File: src/slt_pkg.sv
// Shared types, constants and tables for the sinc lowpass tap generator.
`timescale 1ns / 1ps
`default_nettype none
package slt_pkg;

  localparam int unsigned TAP_W     = 9;
  localparam int unsigned COEF_W    = 16;
  localparam int unsigned CUTOFF_W  = 16;
  localparam int unsigned SIDE_W    = 8;
  localparam int unsigned CFG_W     = 16;
  localparam int unsigned CFG_IDX_W = 2;
  localparam int unsigned MAG_W     = 9;
  localparam int unsigned CVAL_W    = 15;
  localparam int unsigned XY_W      = 34;
  localparam int unsigned Z_W       = 33;
  localparam int unsigned SMAG_W    = 31;
  localparam int unsigned NUM_W     = 62;
  localparam int unsigned DIV_W     = 16;
  localparam int unsigned REM_W     = 8;

  localparam int unsigned MAX_SIDE_TAPS_DEF = 128;
  localparam int unsigned CORDIC_STAGES_DEF = 16;

  // Register indexes on the configuration port
  localparam logic [CFG_IDX_W-1:0] CFG_CUTOFF      = 2'd0;
  localparam logic [CFG_IDX_W-1:0] CFG_TAPS_BEFORE = 2'd1;
  localparam logic [CFG_IDX_W-1:0] CFG_TAPS_AFTER  = 2'd2;

  localparam logic [CUTOFF_W-1:0] CUTOFF_RST = 16'd8192;
  localparam logic [SIDE_W-1:0]   SIDE_RST   = 8'd16;

  // CORDIC gain-compensated start, Q4.30
  localparam logic signed [XY_W-1:0] CORDIC_START_X = 34'sd652032874;
  // round(2^32 / pi)
  localparam logic [SMAG_W-1:0] INV_PI_Q32 = 31'd1367130551;

  // atan(2^-i) in turns scaled by 2^32
  localparam logic [31:0] ATAN_TURNS [24] = '{
    32'd536870912, 32'd316933406, 32'd167458907, 32'd85004756,
    32'd42667331,  32'd21354465,  32'd10679838,  32'd5340245,
    32'd2670163,   32'd1335087,   32'd667544,    32'd333772,
    32'd166886,    32'd83443,     32'd41722,     32'd20861,
    32'd10430,     32'd5215,      32'd2608,      32'd1304,
    32'd652,       32'd326,       32'd163,       32'd81
  };

  // Per-item sideband carried alongside the datapath
  typedef struct packed {
    logic              ok;
    logic              centre;
    logic [CVAL_W-1:0] cval;
    logic [MAG_W-1:0]  mag;
  } side_t;

  typedef struct packed {
    logic signed [XY_W-1:0] x;
    logic signed [XY_W-1:0] y;
    logic signed [Z_W-1:0]  z;
    logic [1:0]             quad;
    side_t                  side;
  } cordic_t;

  typedef struct packed {
    logic [DIV_W-1:0] dvd;
    logic [DIV_W-1:0] quo;
    logic [REM_W-1:0] rem;
    logic             neg;
    side_t            side;
  } div_t;

endpackage
`default_nettype wire

File: src/slt_div_cell.sv
// One restoring-division step: a quotient bit per cell.
`timescale 1ns / 1ps
`default_nettype none
module slt_div_cell (
  input  wire              clk_i,
  input  wire              rst_ni,
  input  wire              en_i,
  input  wire              vld_i,
  input  slt_pkg::div_t    dat_i,
  output logic             vld_o,
  output slt_pkg::div_t    dat_o
);
  import slt_pkg::*;

  logic             vld_q;
  div_t             dat_q, dat_d;
  logic [REM_W:0]   trial;
  logic             take;

  // Shift in next dividend bit, subtract divisor when it fits
  always_comb begin
    trial = {dat_i.rem, dat_i.dvd[DIV_W-1]};
    take  = (trial >= dat_i.side.mag);
    dat_d = dat_i;
    dat_d.dvd = {dat_i.dvd[DIV_W-2:0], 1'b0};
    dat_d.quo = {dat_i.quo[DIV_W-2:0], take};
    dat_d.rem = take ? REM_W'(trial - dat_i.side.mag) : trial[REM_W-1:0];
  end

  always_ff @(posedge clk_i or negedge rst_ni) begin
    if (!rst_ni) begin
      vld_q <= 1'b0;
    end else if (en_i) begin
      vld_q <= vld_i;
    end
  end

  always_ff @(posedge clk_i) begin
    if (en_i) begin
      dat_q <= dat_d;
    end
  end

  assign vld_o = vld_q;
  assign dat_o = dat_q;
endmodule
`default_nettype wire
File: config.mk
export PLATFORM = sky130hd
export DESIGN_NAME = slt_div_cell
export DESIGN_NICKNAME = d
export VERILOG_FILES = /design/src/slt_pkg.sv /design/src/slt_div_cell.sv
export SDC_FILE = /design/constraint.sdc
export NUM_CORES = 1
export LEC_CHECK = 0
export BUFFER_PORTS_ARGS = -buffer_cell sky130_fd_sc_hd__buf_2
export CORE_UTILIZATION = 44
export DETAILED_ROUTE_END_ITERATION = 10
export PLACE_DENSITY = 0.79
export SETUP_SLACK_MARGIN = 0.02
export SYNTH_ARGS = -nofsm -noshare
export SYNTH_HDL_FRONTEND = slang
export SYNTH_SLANG_ARGS = --single-unit
export TNS_END_PERCENT = 50
File: constraint.sdc
create_clock -name clk_i -period 0.8 [get_ports clk_i]
set_input_delay 0.16 -clock clk_i [delete_from_list [all_inputs] [get_ports clk_i]]
set_output_delay 0.16 -clock clk_i [all_outputs]
set_load 0.03 [all_outputs]
* Yosys cells after proc, flatten, opt, wreduce, memory -nomap -nowiden
Index checks and enable logic that the tools add are counted.
** Word-level totals
- Logic and storage cells :: 12
- Output and inout port bits :: 68
- Bits in registers :: 67
- Input port bits :: 71
** Operators by class
- $lt $le $gt $ge :: 1
- Add/subtract/negate cells :: 1
- Multiplexer cells :: 1
** Operator list (count)
- 9-bit greater-or-equal comparator :: 1
- 8-bit two-way mux :: 1
- 8-bit subtractor :: 1

* Logic depth before layout (Yosys ltp)
- Depth in word-level cells :: 2
- Depth in mapped cells :: 8
- Mapped depth without buffers :: 8

* Least setup slack after synthesis
Ideal clock, no wire load.
- Kind :: input to register
- Start :: input dat_i[66] (netlist name)
- End :: register dat_q, in the netlist dat_o[33], data pin
- Data arrival time :: 1.657 ns
- Setup slack :: -1.117 ns
- Required time :: 0.540 ns
- Stages :: 8
- Setup time :: 0.260 ns
- Path through :: inv_1 > ha_1 > fa_1 > nor2b_1 > o31a_1 > nor4_1 > a311o_1 > mux2_2
** RTL lines
- from (decl) :: line slt_div_cell.sv:9 : input slt_pkg::div_t dat_i,
- to (signal assigned) :: line slt_div_cell.sv:40 : dat_q <= dat_d;
- to (decl) :: line slt_div_cell.sv:16 : div_t dat_q, dat_d;

==> summary.txt <==
Setup path
  – Critical path endpoint category: flip-flop
  – CP peak stage delay: 320 ps
  – Worst-path maximum fanout: 8
  – WP data arrival: 1640 ps
  – Delay-heaviest family, CP: compound AO/OA/AOI/OAI gates
  – Path type of the worst setup path: primary input to flip-flop
  – WP depth: 9
  – Worst-path cell chain: buf_2 -> inv_1 -> ha_4 -> nand4_1 -> o211ai_1 -> o21ai_2 -> o21ai_4 -> buf_12 -> mux2_4
  – Startpoint type of the worst setup path: primary input
  – Worst reg2reg endpoint: vld_o$_DFFE_PN0P_
  – Worst r2r src: vld_o$_DFFE_PN0P_
  – Required @ worst endpoint: 890 ps
  – FF-to-FF setup slack: -100 ps
  – CP bufs+invs: 3
  – Reg2Reg Depth: 2
  – CP max-delay cell: ha_4

Timing
  – Slew Viols, Final: 0
  – Crit share post-route: 1.936
  – Worst setup margin: -748.7 ps
  – Final setup fails: 77
  – Min cycle time layout: 1549 ps
  – Fmax: ~650 MHz
  – Worst Hold Margin: 12.97 ps
  – Final Hold Violating Endpoints: 0
  – Clock Skew: 0 ps
  – RSZ-0062 raised after global routing: true

Power and ir drop
  – Reg power frac: 0.433
  – Sw Share: 0.2820
  – Reported net switching power: 2.864 mW
  – Max VDD drop: 1.607 mV
  – Logic pwr share: 0.259
  – LEAKAGE: between 2 and 2.5 nW
  – Internal: 7.290 mW
  – Power share of the clock group: 0.308
  – Total power: 10.15 mW
  – Pwr dens: 2055 mW/mm^2

GRT
  – Met2 Use GR: 0.5421
  – Largest net degree at the start of global routing: 27
  – Gr usage total: 0.2877
  – Vias in the first global route: 2306
  – Global-route wire length before repair: between 10000 and 15000 um
  – Initial antenna violation count: 0
  – Aggregate global routing overflow: 0
  – Met3 Use GR: 0.09302
  – GR Util met1: 0.2983
  – Gr busiest metal: met2

Min path
  – Worst Hold Class: primary input to flip-flop
  – Cells on Worst Hold Path: 1
  – Min-Delay Endpoint: dat_o[18]$_DFFE_PP_
  – Worst hold path startpoint: dat_i[18]

Routing
  – Final wirelength: between 9000 and 10000 um
  – Vias: 2241
  – Vias/cell: 5.013
  – Wire per inst: 21.00 um
  – 1st-iter DRT viols: 126
  – Residual DRC: 0
  – DRT Pass-1 Iters: 4
  – Post-route ant nets: 0

Final layout
  – Commonest non-fill, non-tap cell in the layout: buf_6
  – Cell Count, Final, Fillers Out: 447
  – Layout Utilization: 0.8862
  – NumNets Final: between 400 and 500
  – Synthesis-to-layout area growth: 92.77%
  – Most frequent cells in the layout: 70 x buf_6, 66 x edfxtp_1, 66 x buf_2
  – Ant diodes: 0
  – Layout cells sized above 1: 0.5600

Floorplan
  – Top Ports: 139
  – Die width: a little under 80 um
  – Area of the die: 0.006133 mm^2
  – Placeable Area: 0.005574 mm^2
  – Rows: 27
  – Die Y: 78.32 um
  – Initial Util: 0.4597

CTS
  – CTS root buf: clkbuf_8
  – TritonCTS Buffers: 9
  – Max clock buf depth: 2
  – CTS tree: built
  – Clk_lat worst skew: 340 ps
  – H-tree depth: 3
  – Clk slew on worst S/H paths: 90 ps
  – Clock sinks: 67

Synth
  – YS warnings: 0
  – Synth Cell Area: 0.002562 mm^2
  – Mapped Nets: 221
  – Syn Inst Count: 140
  – Number of distinct library cells after synthesis: 36
  – #FFs+latches synth: 67
  – Ys flop type: edfxtp_1
  – Post-synth EDFFs: 66
  – Seq/Total Area, Yosys: 0.7832
  – Syn Area/Cell: around 18 um^2
  – Ys async rst share: 0.01493

Placement
  – DP HPWL: 4715 um
  – # placed instances: 376
  – GPL Wtd Cong: 0.8201
  – Port Buffers: approximately 140

Job
  – Max-Cap Viols: 0

Outcome
  – Status: finished, violations left
  – Failing checks: negative setup slack
[synth_stat cells (3+ instances only)]
library cell | instances | area, um^2
xnor2_1 | 3 | 26.28
ha_1 | 9 | 112.6
mux2_2 | 5 | 56.30
inv_1 | 13 | 48.80
edfxtp_1 | 66 | 1982
nor2_1 | 3 | 11.26
a21oi_1 | 3 | 15.01
[per-layer routing]
layer / part of all wire / up-vias
met3: 0.092 / 25
li1: - / 996
met5: 0 / -
met4: 0.035 / 0
met1: 0.35 / 1068
met2: 0.52 / 152
[how the worst max path moves through the flow]
| stage | start | endpoint | slack [ps] |
|---|---|---|---|
| 6_report | dat_i[6] | dat_o[29]$_DFFE_PP_ | -750 |
| 4_1_cts | dat_i[2] | dat_o[29]$_DFFE_PP_ | -720 |
| 3_3_place_gp | dat_i[66] | dat_o[33]$_DFFE_PP_ | -1250 |
| 2_1_floorplan | dat_i[66] | dat_o[33]$_DFFE_PP_ | -1030 |
| 3_5_place_dp | dat_i[66] | dat_o[33]$_DFFE_PP_ | -1270 |
| 5_1_grt | dat_i[66] | dat_o[33]$_DFFE_PP_ | -820 |
[cells by family (layout without fill, tap and decap cells)]
family | Yosys count | after routing | synth area share
DFF | 67 | 67 | 0.7832
AOI/OAI and AO/OA | 20 | 20 | 0.05957
and+or+nand+nor | 15 | 15 | 0.03125
buffers and inverters | 15 | 250 | 0.02393
adders and majority gates | 10 | 10 | 0.05176
muxes | 9 | 9 | 0.03857
xor gates and xnor gates | 3 | 3 | 0.01026
other | 1 | 1 | 0.001463
[stage by stage]
step	area (um^2)	worst slack [ps]	TNS [ps]
floorplan	2705	-1029	-7128
global placement	3717	-1253	-16280
detailed placement	3717	-1273	-16500
CTS	4826	-723.2	-22990
global route	4940	-820.3	-26710
finish	4940	-748.7	-24010
[power by group through the flow]
stage / combinational (mW) / sequential [mW] / clock [mW]
after CTS: 2.49 / 4.36 / 3.06
after floorplan: 0.487 / 4.99 / 0
after global placement: 1.91 / 4.34 / 0
after detailed placement: 1.95 / 4.36 / 0
final: 2.63 / 4.40 / 3.13
after global routing: 2.75 / 4.42 / 3.29
[sequential cells by signal, indices dropped and copies added, names as in the netlist]
name and cells:
vld_o 1, dat_o 66
[timing repair]
item | CTS | global route
setup buffers | 2 | 1
hold endpoints to repair | 43 | 9
resized for setup | 142 | 3
endpoints found under the setup margin | 76 | 77
hold buffers | 43 | 9
pin swaps | 10 | 4
[final cells by class]
cell class / instances / area (um^2)
Multi-Input combinational cell: 58 / 621.8
Inverter: 13 / 73.82
Sequential cell: 67 / 2007
Fill cell: 230 / 634.4
Clock inverter: 7 / 91.34
Tap cell: 72 / 90.09
Timing Repair Buffer: 221 / 1932
Clock buffer: 9 / 123.9
Power figures use the tool's default switching activity.
