## src/slt_pkg.sv

```systemverilog
// Shared types, constants and tables for the sinc lowpass tap generator.
`timescale 1ns / 1ps
`default_nettype none
package slt_pkg;

  localparam int unsigned TAP_W     = 9;
  localparam int unsigned COEF_W    = 16;
  localparam int unsigned CUTOFF_W  = 16;
  localparam int unsigned SIDE_W    = 8;
  localparam int unsigned CFG_W     = 16;
  localparam int unsigned CFG_IDX_W = 2;
  localparam int unsigned MAG_W     = 9;
  localparam int unsigned CVAL_W    = 15;
  localparam int unsigned XY_W      = 34;
  localparam int unsigned Z_W       = 33;
  localparam int unsigned SMAG_W    = 31;
  localparam int unsigned NUM_W     = 62;
  localparam int unsigned DIV_W     = 16;
  localparam int unsigned REM_W     = 8;

  localparam int unsigned MAX_SIDE_TAPS_DEF = 128;
  localparam int unsigned CORDIC_STAGES_DEF = 16;

  // Register indexes on the configuration port
  localparam logic [CFG_IDX_W-1:0] CFG_CUTOFF      = 2'd0;
  localparam logic [CFG_IDX_W-1:0] CFG_TAPS_BEFORE = 2'd1;
  localparam logic [CFG_IDX_W-1:0] CFG_TAPS_AFTER  = 2'd2;

  localparam logic [CUTOFF_W-1:0] CUTOFF_RST = 16'd8192;
  localparam logic [SIDE_W-1:0]   SIDE_RST   = 8'd16;

  // CORDIC gain-compensated start, Q4.30
  localparam logic signed [XY_W-1:0] CORDIC_START_X = 34'sd652032874;
  // round(2^32 / pi)
  localparam logic [SMAG_W-1:0] INV_PI_Q32 = 31'd1367130551;

  // atan(2^-i) in turns scaled by 2^32
  localparam logic [31:0] ATAN_TURNS [24] = '{
    32'd536870912, 32'd316933406, 32'd167458907, 32'd85004756,
    32'd42667331,  32'd21354465,  32'd10679838,  32'd5340245,
    32'd2670163,   32'd1335087,   32'd667544,    32'd333772,
    32'd166886,    32'd83443,     32'd41722,     32'd20861,
    32'd10430,     32'd5215,      32'd2608,      32'd1304,
    32'd652,       32'd326,       32'd163,       32'd81
  };

  // Per-item sideband carried alongside the datapath
  typedef struct packed {
    logic              ok;
    logic              centre;
    logic [CVAL_W-1:0] cval;
    logic [MAG_W-1:0]  mag;
  } side_t;

  typedef struct packed {
    logic signed [XY_W-1:0] x;
    logic signed [XY_W-1:0] y;
    logic signed [Z_W-1:0]  z;
    logic [1:0]             quad;
    side_t                  side;
  } cordic_t;

  typedef struct packed {
    logic [DIV_W-1:0] dvd;
    logic [DIV_W-1:0] quo;
    logic [REM_W-1:0] rem;
    logic             neg;
    side_t            side;
  } div_t;

endpackage
`default_nettype wire

```

## src/slt_cordic_cell.sv

```systemverilog
// One rotation-mode CORDIC iteration with its pipeline register.
`timescale 1ns / 1ps
`default_nettype none
module slt_cordic_cell #(
  parameter int unsigned IDX = 0
) (
  input  wire                  clk_i,
  input  wire                  rst_ni,
  input  wire                  en_i,
  input  wire                  vld_i,
  input  slt_pkg::cordic_t     dat_i,
  output logic                 vld_o,
  output slt_pkg::cordic_t     dat_o
);
  import slt_pkg::*;

  logic                   vld_q;
  cordic_t                dat_q, dat_d;
  logic signed [XY_W-1:0] dx, dy;
  logic signed [Z_W-1:0]  atn;

  // Micro-rotation towards zero residual angle
  always_comb begin
    dx  = dat_i.y >>> IDX;
    dy  = dat_i.x >>> IDX;
    atn = $signed({1'b0, ATAN_TURNS[IDX]});
    dat_d = dat_i;
    if (!dat_i.z[Z_W-1]) begin
      dat_d.x = dat_i.x - dx;
      dat_d.y = dat_i.y + dy;
      dat_d.z = dat_i.z - atn;
    end else begin
      dat_d.x = dat_i.x + dx;
      dat_d.y = dat_i.y - dy;
      dat_d.z = dat_i.z + atn;
    end
  end

  always_ff @(posedge clk_i or negedge rst_ni) begin
    if (!rst_ni) begin
      vld_q <= 1'b0;
    end else if (en_i) begin
      vld_q <= vld_i;
    end
  end

  always_ff @(posedge clk_i) begin
    if (en_i) begin
      dat_q <= dat_d;
    end
  end

  assign vld_o = vld_q;
  assign dat_o = dat_q;
endmodule
`default_nettype wire

```

## config.mk

```make
export PLATFORM = sky130hd
export DESIGN_NAME = slt_cordic_cell
export DESIGN_NICKNAME = d
export VERILOG_FILES = /design/src/slt_pkg.sv /design/src/slt_cordic_cell.sv
export SDC_FILE = /design/constraint.sdc
export NUM_CORES = 1
export LEC_CHECK = 0
export ABC_CLOCK_PERIOD_IN_PS = 1000
export BUFFER_PORTS_ARGS = -buffer_cell sky130_fd_sc_hd__buf_4
export CAP_MARGIN = 10
export CORE_MARGIN = 5
export CORE_UTILIZATION = 55
export CTS_BUF_LIST = sky130_fd_sc_hd__clkbuf_2 sky130_fd_sc_hd__clkbuf_4 sky130_fd_sc_hd__clkbuf_8
export DETAILED_ROUTE_END_ITERATION = 8
export PLACE_DENSITY = 0.83
export SLEW_MARGIN = 30
export SYNTH_ARGS = -nofsm -noshare
export SYNTH_HDL_FRONTEND = slang
export SYNTH_SLANG_ARGS = --single-unit
```

## constraint.sdc

```tcl
create_clock -name clk_i -period 1 [get_ports clk_i]
set_input_delay 0.3 -clock clk_i [delete_from_list [all_inputs] [get_ports clk_i]]
set_output_delay 0.3 -clock clk_i [all_outputs]
set_load 0.1 [all_outputs]
```

==> impl_metrics.py, run 1 <==
metrics = {
    "yosys": {
        "synth_top_family_by_area": "compound AO/OA/AOI/OAI gates",
        "synth_fa_ha_area_share_pct": 13.90,
        "synth_compound_area_share_pct": 21.82,
        "syn_inst": 1004,
        "syn_area_per_cell_um2": 9.631,
        "synth_mux_area_share_pct": 1.579,
        "synthFlopType": "edfxtp_1",
        "yosys.area_share.simple_pct": 10.71,
        "synthArstFlopShare_pct": 0.7752,
        "yosys_register_bits": 129,
        "synth.distinct_cells": 77,
        "yosysSeqAreaShare_pct": 40.01,
        "netlist_area_um2": 9669,
        "yosys.area_share.xor_xnor_pct": 6.069,
        "yosysWarnings": 0,
        "syn_nets": 1242,
        "synth-edff-count": 128,
    },
    "cts": {
        "cts_resized": 421,
        "clock_sinks": 129,
        "cts-buffers-inserted": 17,
        "post-cts-setup-buffers": 51,
        "cts_max_level": 4,
        "hold_buffers": 14,
        "cts_root_buf": "clkbuf_8",
        "cts_buffer_depth": 2,
    },
    "status": {
        "haltStage": "clock tree synthesis",
        "firstError": "[ERROR DPL-0038] Utilization greater than 100%, impossible to legalize",
        "outcome": "stopped before the end",
    },
    "floorplan": {
        "die_x_um": 142.6,
        "dieHeight_um": 142.6,
        "start_util_pct": 55.90,
        "rows": 48,
        "ios": 263,
    },
    "placed_design": {
        "hpwl_um": 34140,
        "port_buffers": 262,
        "gp_congestion": 1.028,
    },
}
through the flow:
step / std cells / worst slack [ns] / cell area (um^2) / util [%]
detailed placement: 1786 / -2.351 / 14830 / 85.74
floorplan: 1004 / -1.889 / 10170 / -
global placement: 1786 / -2.244 / 14830 / 85.74
Yosys cell counts (all sizes together), types with 3 or more instances:
library cell  number  area, um^2
a21o              13       97.59
a22oi              6       45.04
a211oi            10       80.07
a31oi             13       81.33
inv              106       397.9
a2111oi            5       70.07
o21ai             65       325.3
nor2b             13       81.33
nor4               6       37.54
nand2b            13       81.33
xnor2             59       516.8
o21ba              3       30.03
o311ai             4       35.04
and2               7       43.80
nor3              22       110.1
nor3b              3       22.52
nand3             14       70.07
o2111ai            5       43.79
a21oi            118       590.6
mux2i             13       130.1
clkbuf            24       90.09
or3                7       43.79
o211ai            12       90.09
buf               19       80.08
nand2             42       157.7
fa                 4       80.08
xor2               8       70.07
nand4              6       37.54
o21bai            17       127.6
o31ai             13       111.4
o31a               3       26.28
a221oi             9       85.08
ha               101        1264
a21boi             4       30.03
o22ai              3       18.77
edfxtp           128        3844
nor2              64       240.2
o21a               5       37.54
and4               5       43.79
cell families after synthesis:
kind of cell | count (synthesis)
AOI/OAI and AO/OA | 327
DFF | 129
buffers and inverters | 150
muxes | 15
xor gates and xnor gates | 67
and+or+nand+nor | 211
adders and majority gates | 105
==> run 2: changes to the inputs <==
Settings changed: CORE_UTILIZATION 55 to 40, CTS_BUF_LIST sky130_fd_sc_hd__clkbuf_2 sky130_fd_sc_hd__clkbuf_4 sky130_fd_sc_hd__clkbuf_8 to default, PLACE_DENSITY 0.83 to default, PLACE_DENSITY_LB_ADDON from default to 0.15.
==> run 2 against run 1 <==
Net effect: the flow now finishes, with violations (negative setup slack); area after synthesis unchanged; synthesized cell count unchanged.
==> impl_metrics.py, run 2 <==
metrics = {
    "cts": {
        "cts_root_buf": "clkbuf_16",
        "cts-buffers-inserted": 17,
        "cts_buffer_depth": 2,
        "cts_tree": "done",
        "cts_max_level": 4,
        "clock_latency_ns": 0.42,
        "clk_pin_slew_worst_paths_ns": 0.07,
        "clock_sinks": 129,
    },
    "cells_and_area": {
        "drive_gt1_share_pct": 56.56,
        "n_antenna_cell": 0,
        "largest_register_ffs": 128,
        "area_growth_pct": 86.94,
        "layout_common_cells": "468 x buf_4, 170 x buf_6, 128 x edfxtp_1",
        "nNetsFinal": 1881,
        "final_common_cell": "buf_4",
        "final_util_pct": 76.55,
    },
    "timing": {
        "finalSetupViolCount": 197,
        "rsz0062_at_grt": "true",
        "fin_crit_sh_pct": 285.3,
        "slew_viol_final": 0,
        "max-slew-margin-rel_pct": 60.41,
        "fin_crit_ns": 2.853,
        "hold_violations": 0,
        "skew_ns": 0,
        "max_freq_ghz": 0.3505,
        "worstMarginPinSlew_ns": 0.5911,
        "setup_slack_ns": -1.853,
    },
    "floorplan": {
        "dieArea_um2": 27380,
        "start_util_pct": 40.95,
        "rows": 56,
        "ios": 263,
        "dieHeight_um": 165.5,
        "core_um2": 23610,
        "die_x_um": 165.5,
    },
    "yosys": {
        "synth_top_family_by_area": "compound AO/OA/AOI/OAI gates",
        "synth.area.top_cells": "edfxtp_1 40%, ha_1 13%, a21oi_1 6.1%",
        "synth.distinct_cells": 77,
        "synth_mux_area_share_pct": 1.579,
        "synthArstFlopShare_pct": 0.7752,
        "netlist_area_um2": 9669,
        "yosys-top-cells-count": "128 x edfxtp_1, 118 x a21oi_1, 105 x inv_1",
        "yosysSeqAreaShare_pct": 40.01,
        "synth_fa_ha_area_share_pct": 13.90,
        "syn_inst": 1004,
        "yosysWarnings": 0,
        "yosys.area_share.simple_pct": 10.71,
        "synth-edff-count": 128,
        "synth_compound_area_share_pct": 21.82,
        "synth_top_cell_by_area": "edfxtp_1",
        "yosys_register_bits": 129,
        "yosys.area_share.xor_xnor_pct": 6.069,
        "synthFlopType": "edfxtp_1",
        "syn_area_per_cell_um2": 9.631,
        "synth_top_area_share_pct": 39.75,
        "syn_nets": 1242,
        "synth.most_common_cell": "edfxtp_1",
    },
    "critical_path": {
        "r2r-start": "vld_o$_DFFE_PN0P_",
        "crit_arrival_ns": 3.01,
        "crit_end": "dat_o[93]$_DFFE_PP_",
        "end_kind": "flop",
        "crit_type": "input pin to flop",
        "r2r_slack_ns": 0.14,
        "reg2reg_to": "vld_o$_DFFE_PN0P_",
        "startpoint": "dat_i[61]",
        "worstSetupStartpointType": "input pin",
        "rr_worst_depth": 1,
        "worstPathMaxFanout": 2,
        "cp.required_ns": 1.16,
    },
    "grt": {
        "gr-total-overflow": 0,
        "grt_antenna_before_repair": 0,
        "grt_max_degree": 30,
        "grt_use_total_pct": 27.90,
        "grt_pass1_vias": 10490,
        "grt_pass1_wl_um": 58560,
    },
    "placed_design": {
        "gp_congestion": 0.9698,
        "port_buffers": 262,
        "pre_cts_slack_ns": -2.371,
        "hpwl_um": 30740,
    },
    "detailed_routing": {
        "via_count": 10390,
        "totalWireLength_um": 40170,
        "route.detailed.drc": 0,
        "drt_iter0_markers": 752,
        "viasPerCell": 5.262,
        "routedWlPerCell_um": 20.35,
        "antenna_left": 0,
        "drt_pre_antenna_iters": 5,
    },
    "power_and_ir_drop": {
        "p_seq_share_pct": 24.8,
        "max-vdd-ir-drop_mv": 1.249,
        "power.static_leakage_nw": 7.974,
        "power_switching_mw": 12.42,
        "swShare_pct": 42.57,
        "total_power_mw": 29.17,
        "internal_power_mw": 16.75,
        "p_per_area_nw_per_um2": 1614,
        "clockPowerShare_pct": 24.4,
        "comb_power_share_pct": 50.8,
    },
    "hold_path": {
        "hold_path.class": "input pin to flop",
    },
    "status": {
        "violations": "negative setup slack",
        "outcome": "finished, violations left",
    },
    "flow_run": {
        "cap_violations": 0,
    },
}
[run 2: power groups by stage]
| stage | Combinational (mW) | Sequential, mW | Clock, mW |
|---|---|---|---|
| 6_report | 14.8 | 7.25 | 7.10 |
| 2_1_floorplan | 3.20 | 12.1 | 0 |
| 4_1_cts | 14.1 | 7.22 | 7.15 |
| 3_5_place_dp | 12.7 | 7.19 | 0 |
| 3_3_place_gp | 12.7 | 7.18 | 0 |
| 5_1_grt | 15.4 | 7.29 | 7.47 |
[run 2: repair_timing]
| action | CTS | global route |
|---|---|---|
| setup endpoints to repair | 199 | 198 |
| pin swaps | 90 | 78 |
| cloned | 1 | 0 |
| buffers inserted | 25 | 21 |
| resized for setup | 334 | 128 |
| endpoints found under the hold margin | 1 | 0 |
| hold buffers | 1 | 0 |
[run 2: logic make-up after synthesis]
group	Yosys count
muxes	15
and+or+nand+nor	211
xor gates and xnor gates	67
DFF	129
buffers and inverters	150
AOI/OAI and AO/OA	327
adders and majority gates	105
[run 2: critical path, stage by stage]
cell,delay (ns)
buf_8,0.10
ha_4,0.16
fa_2,0.37
nor2b_4,0.15
o311ai_4,0.29
a21boi_2,0.14
a211o_1,0.34
a211oi_4,0.34
nor2_4,0.08
a2111oi_4,0.43
a221oi_2,0.15
xnor2_1,0.15
[run 2: layout make-up]
cell class                 count  area (um^2)
timing repair buffer         662         5838
multi-input combinational    725         6822
sequential                   129         3872
timing repair inverter         1        8.758
fill                        1624         5537
clock inverter                14        225.2
tap                          319        399.1
inverter                     107        485.5
clock buffer                  17        425.4
[run 2: worst min-delay path by stage]
stage | from | endpoint | slack [ns] | cells past startpoint
after detailed placement | rst_ni | vld_o$_DFFE_PN0P_ | 0.08 | 1
final | dat_i[17] | dat_o[17]$_DFFE_PP_ | 0.05 | 1
after CTS | dat_i[45] | dat_o[45]$_DFFE_PP_ | 0.04 | 1
after floorplan | rst_ni | vld_o$_DFFE_PN0P_ | 0.004 | 0
after global placement | rst_ni | vld_o$_DFFE_PN0P_ | 0.08 | 1
after global routing | dat_i[17] | dat_o[17]$_DFFE_PP_ | 0.03 | 1
[run 2: metrics by stage]
stage / cell area [um^2] / setup TNS [ns] / cells / hold WS (ns)
after floorplan: 10170 / -107.06 / 1004 / 0.004434
after global placement: 15150 / -130.60 / 1909 / 0.07554
after detailed placement: 15150 / -131.54 / 1909 / 0.07885
after CTS: 17360 / -121.77 / 1961 / 0.04114
after global routing: 18080 / -132.92 / 1974 / 0.03277
final: 18080 / -124.82 / 1974 / 0.04917
[run 2: layer usage]
layer | global-route usage, % | share of wire, %
met4 | 8.399 | 3.3
met3 | 3.922 | 7.0
met1 | 35.62 | 40
met2 | 49.11 | 49
met5 | 0 | 0
Note: power is estimated with default switching activity, not from simulation.
==> run 3: changes to the inputs <==
Settings changed: PLACE_DENSITY_LB_ADDON 0.15 to 0.3.
==> run 3 against run 2 <==
Net effect: the flow still finishes with violations (negative setup slack); non-clock buffer count shrank 9; combinational power hardly changed; clock power is 12% lower; via count rose by 0.99%; die area is the same; final cell count decreased by 0.46%; register-to-register slack barely moved; critical path depth stayed put; first-iteration DRC count increased by 15%; wire length is essentially flat; setup slack gained 0.090 ns; core utilization down 1.2 points; critical endpoint is now dat_o[127]$_DFFE_PP_.
==> impl_metrics.py, run 3 (synthesized netlist as in run 2, its figures left out) <==
metrics = {
    "status": {
        "outcome": "finished, violations left",
        "violations": "negative setup slack",
    },
    "cells_and_area": {
        "largest_register_ffs": 128,
        "n_antenna_cell": 0,
        "final_common_cell": "buf_4",
        "drive_gt1_share_pct": 55.47,
        "final_util_pct": 75.36,
        "instances_no_fill": 1965,
        "layout_common_cells": "474 x buf_4, 157 x buf_6, 128 x edfxtp_1",
        "nNetsFinal": 1871,
        "area_growth_pct": 84.02,
    },
    "power_and_ir_drop": {
        "power_switching_mw": 12.68,
        "max-vdd-ir-drop_mv": 1.051,
        "clockPowerShare_pct": 22.1,
        "swShare_pct": 45.06,
        "power.static_leakage_nw": 7.849,
        "internal_power_mw": 15.46,
        "p_per_area_nw_per_um2": 1581,
        "p_seq_share_pct": 26.0,
        "comb_power_share_pct": 51.9,
    },
    "critical_path": {
        "path_cells": "buf_8 > ha_4 > fa_2 > nor2b_4 > o311ai_4 > a21boi_2 > a211o_1 > a211oi_4 > nor2_4 > a2111oi_4 > a211oi_2 > xnor2_1",
        "crit_arrival_ns": 2.93,
        "end_kind": "flop",
        "cp.required_ns": 1.17,
        "max_stage_delay_ns": 0.43,
        "worstSetupStartpointType": "input pin",
        "crit_type": "input pin to flop",
        "cp_slowest_cell": "a2111oi_4",
        "worstPathMaxFanout": 2,
    },
    "cts": {
        "clock_sinks": 129,
        "cts_tree": "done",
        "cts_buffer_depth": 2,
        "cts_max_level": 4,
        "clk_pin_slew_worst_paths_ns": 0.07,
        "clock_latency_ns": 0.42,
        "cts-buffers-inserted": 17,
        "cts_root_buf": "clkbuf_16",
    },
    "grt": {
        "gr-total-overflow": 0,
        "grt_pass1_vias": 10590,
        "grt_antenna_before_repair": 0,
        "grt_use_total_pct": 28.01,
        "grt_pass1_wl_um": 58720,
        "grt_max_degree": 31,
    },
    "timing": {
        "setup_slack_ns": -1.763,
        "max_freq_ghz": 0.3620,
        "max-slew-margin-rel_pct": 62.21,
        "fin_crit_ns": 2.763,
        "skew_ns": 0,
        "fin_crit_sh_pct": 276.3,
        "rsz0062_at_grt": "true",
        "worstMarginPinSlew_ns": 0.5626,
        "slew_viol_final": 0,
        "finalSetupViolCount": 196,
        "hold_violations": 0,
        "timing.hold.ws_ns": 0.04421,
    },
    "floorplan": {
        "dieHeight_um": 165.5,
        "rows": 56,
        "dieArea_um2": 27380,
        "start_util_pct": 40.95,
        "die_x_um": 165.5,
        "ios": 263,
        "core_um2": 23610,
    },
    "placed_design": {
        "port_buffers": 262,
        "hpwl_um": 30450,
        "gp_congestion": 0.9506,
        "placed_cells": 1899,
    },
    "detailed_routing": {
        "route.detailed.drc": 0,
        "viasPerCell": 5.339,
        "via_count": 10490,
        "drt_pre_antenna_iters": 5,
        "antenna_left": 0,
        "drt_iter0_markers": 864,
        "routedWlPerCell_um": 20.45,
        "totalWireLength_um": 40180,
    },
    "hold_path": {
        "hold_path.class": "input pin to flop",
    },
    "flow_run": {
        "cap_violations": 0,
    },
}
-- run 3: final timing paths --
check | startpoint | endpoint | slack (ns) | cells after the start
worst max-delay path | dat_i[95] | dat_o[127]$_DFFE_PP_ | -1.76 | 12
max in group asynchronous | rst_ni | vld_o$_DFFE_PN0P_ | 0.71 | 2
worst min register to register | vld_o$_DFFE_PN0P_ | vld_o$_DFFE_PN0P_ | 0.60 | 1
min in group asynchronous | rst_ni | vld_o$_DFFE_PN0P_ | 0.20 | 2
worst min-delay path | dat_i[29] | dat_o[29]$_DFFE_PP_ | 0.04 | 1
worst max register to register | vld_o$_DFFE_PN0P_ | vld_o$_DFFE_PN0P_ | 0.13 | 1
-- run 3: routing by layer --
layer / track usage (%) / up-vias / wire [um]
met1: 35.99 / 4982 / 16030
met3: 4.790 / 86 / 3334
li1: - / 4907 / -
met5: 0 / - / 0
met4: 9.711 / 0 / 1349
met2: 47.77 / 516 / 19470
-- run 3: what timing repair did --
item                                    4_1_cts  5_1_grt
cloned                                        0        0
endpoints found under the setup margin      199      196
hold buffers                                  1        0
endpoints found under the hold margin         1        0
resized for setup                           341       83
setup buffers                                34       13
pin swaps                                    85       64
-- run 3: power by group through the flow --
stage / clock network (mW) / registers [mW] / logic (mW)
detailed placement: 0 / 7.28 / 12.6
CTS: 6.26 / 7.30 / 14.1
global route: 6.56 / 7.36 / 15.2
global placement: 0 / 7.26 / 12.6
floorplan: 0 / 12.1 / 3.20
finish: 6.22 / 7.31 / 14.6
-- run 3: metrics by stage --
step	setup TNS, ns	total power [mW]	instance area, um^2	worst slack, ns
2_1_floorplan	-107.06	15.33	10170	-1.889
3_3_place_gp	-122.12	19.81	15090	-2.277
3_5_place_dp	-123.21	19.92	15090	-2.269
4_1_cts	-122.42	27.62	17350	-1.681
5_1_grt	-129.91	29.08	17790	-1.820
6_report	-123.23	28.13	17790	-1.763
-- run 3: worst max-delay path: cells and delay by family --
| kind | cells | cell delay, ns |
|---|---|---|
| XOR/XNOR | 1 | 0.13 |
| buffers and inverters | 1 | 0.10 |
| AND/OR/NAND/NOR | 2 | 0.22 |
| adder cells (fa/ha/maj) | 2 | 0.50 |
| AO/OA/AOI/OAI | 6 | 1.68 |
-- run 3: final cells by class --
class,count,area [um^2]
well taps,319,399.1
flip-flops and latches,129,3872
clock inverters,15,143.9
multi-input cells,725,6773
fillers,1573,5819
clock buffers,17,425.4
inverters,107,478.0
repair buffers,653,5702
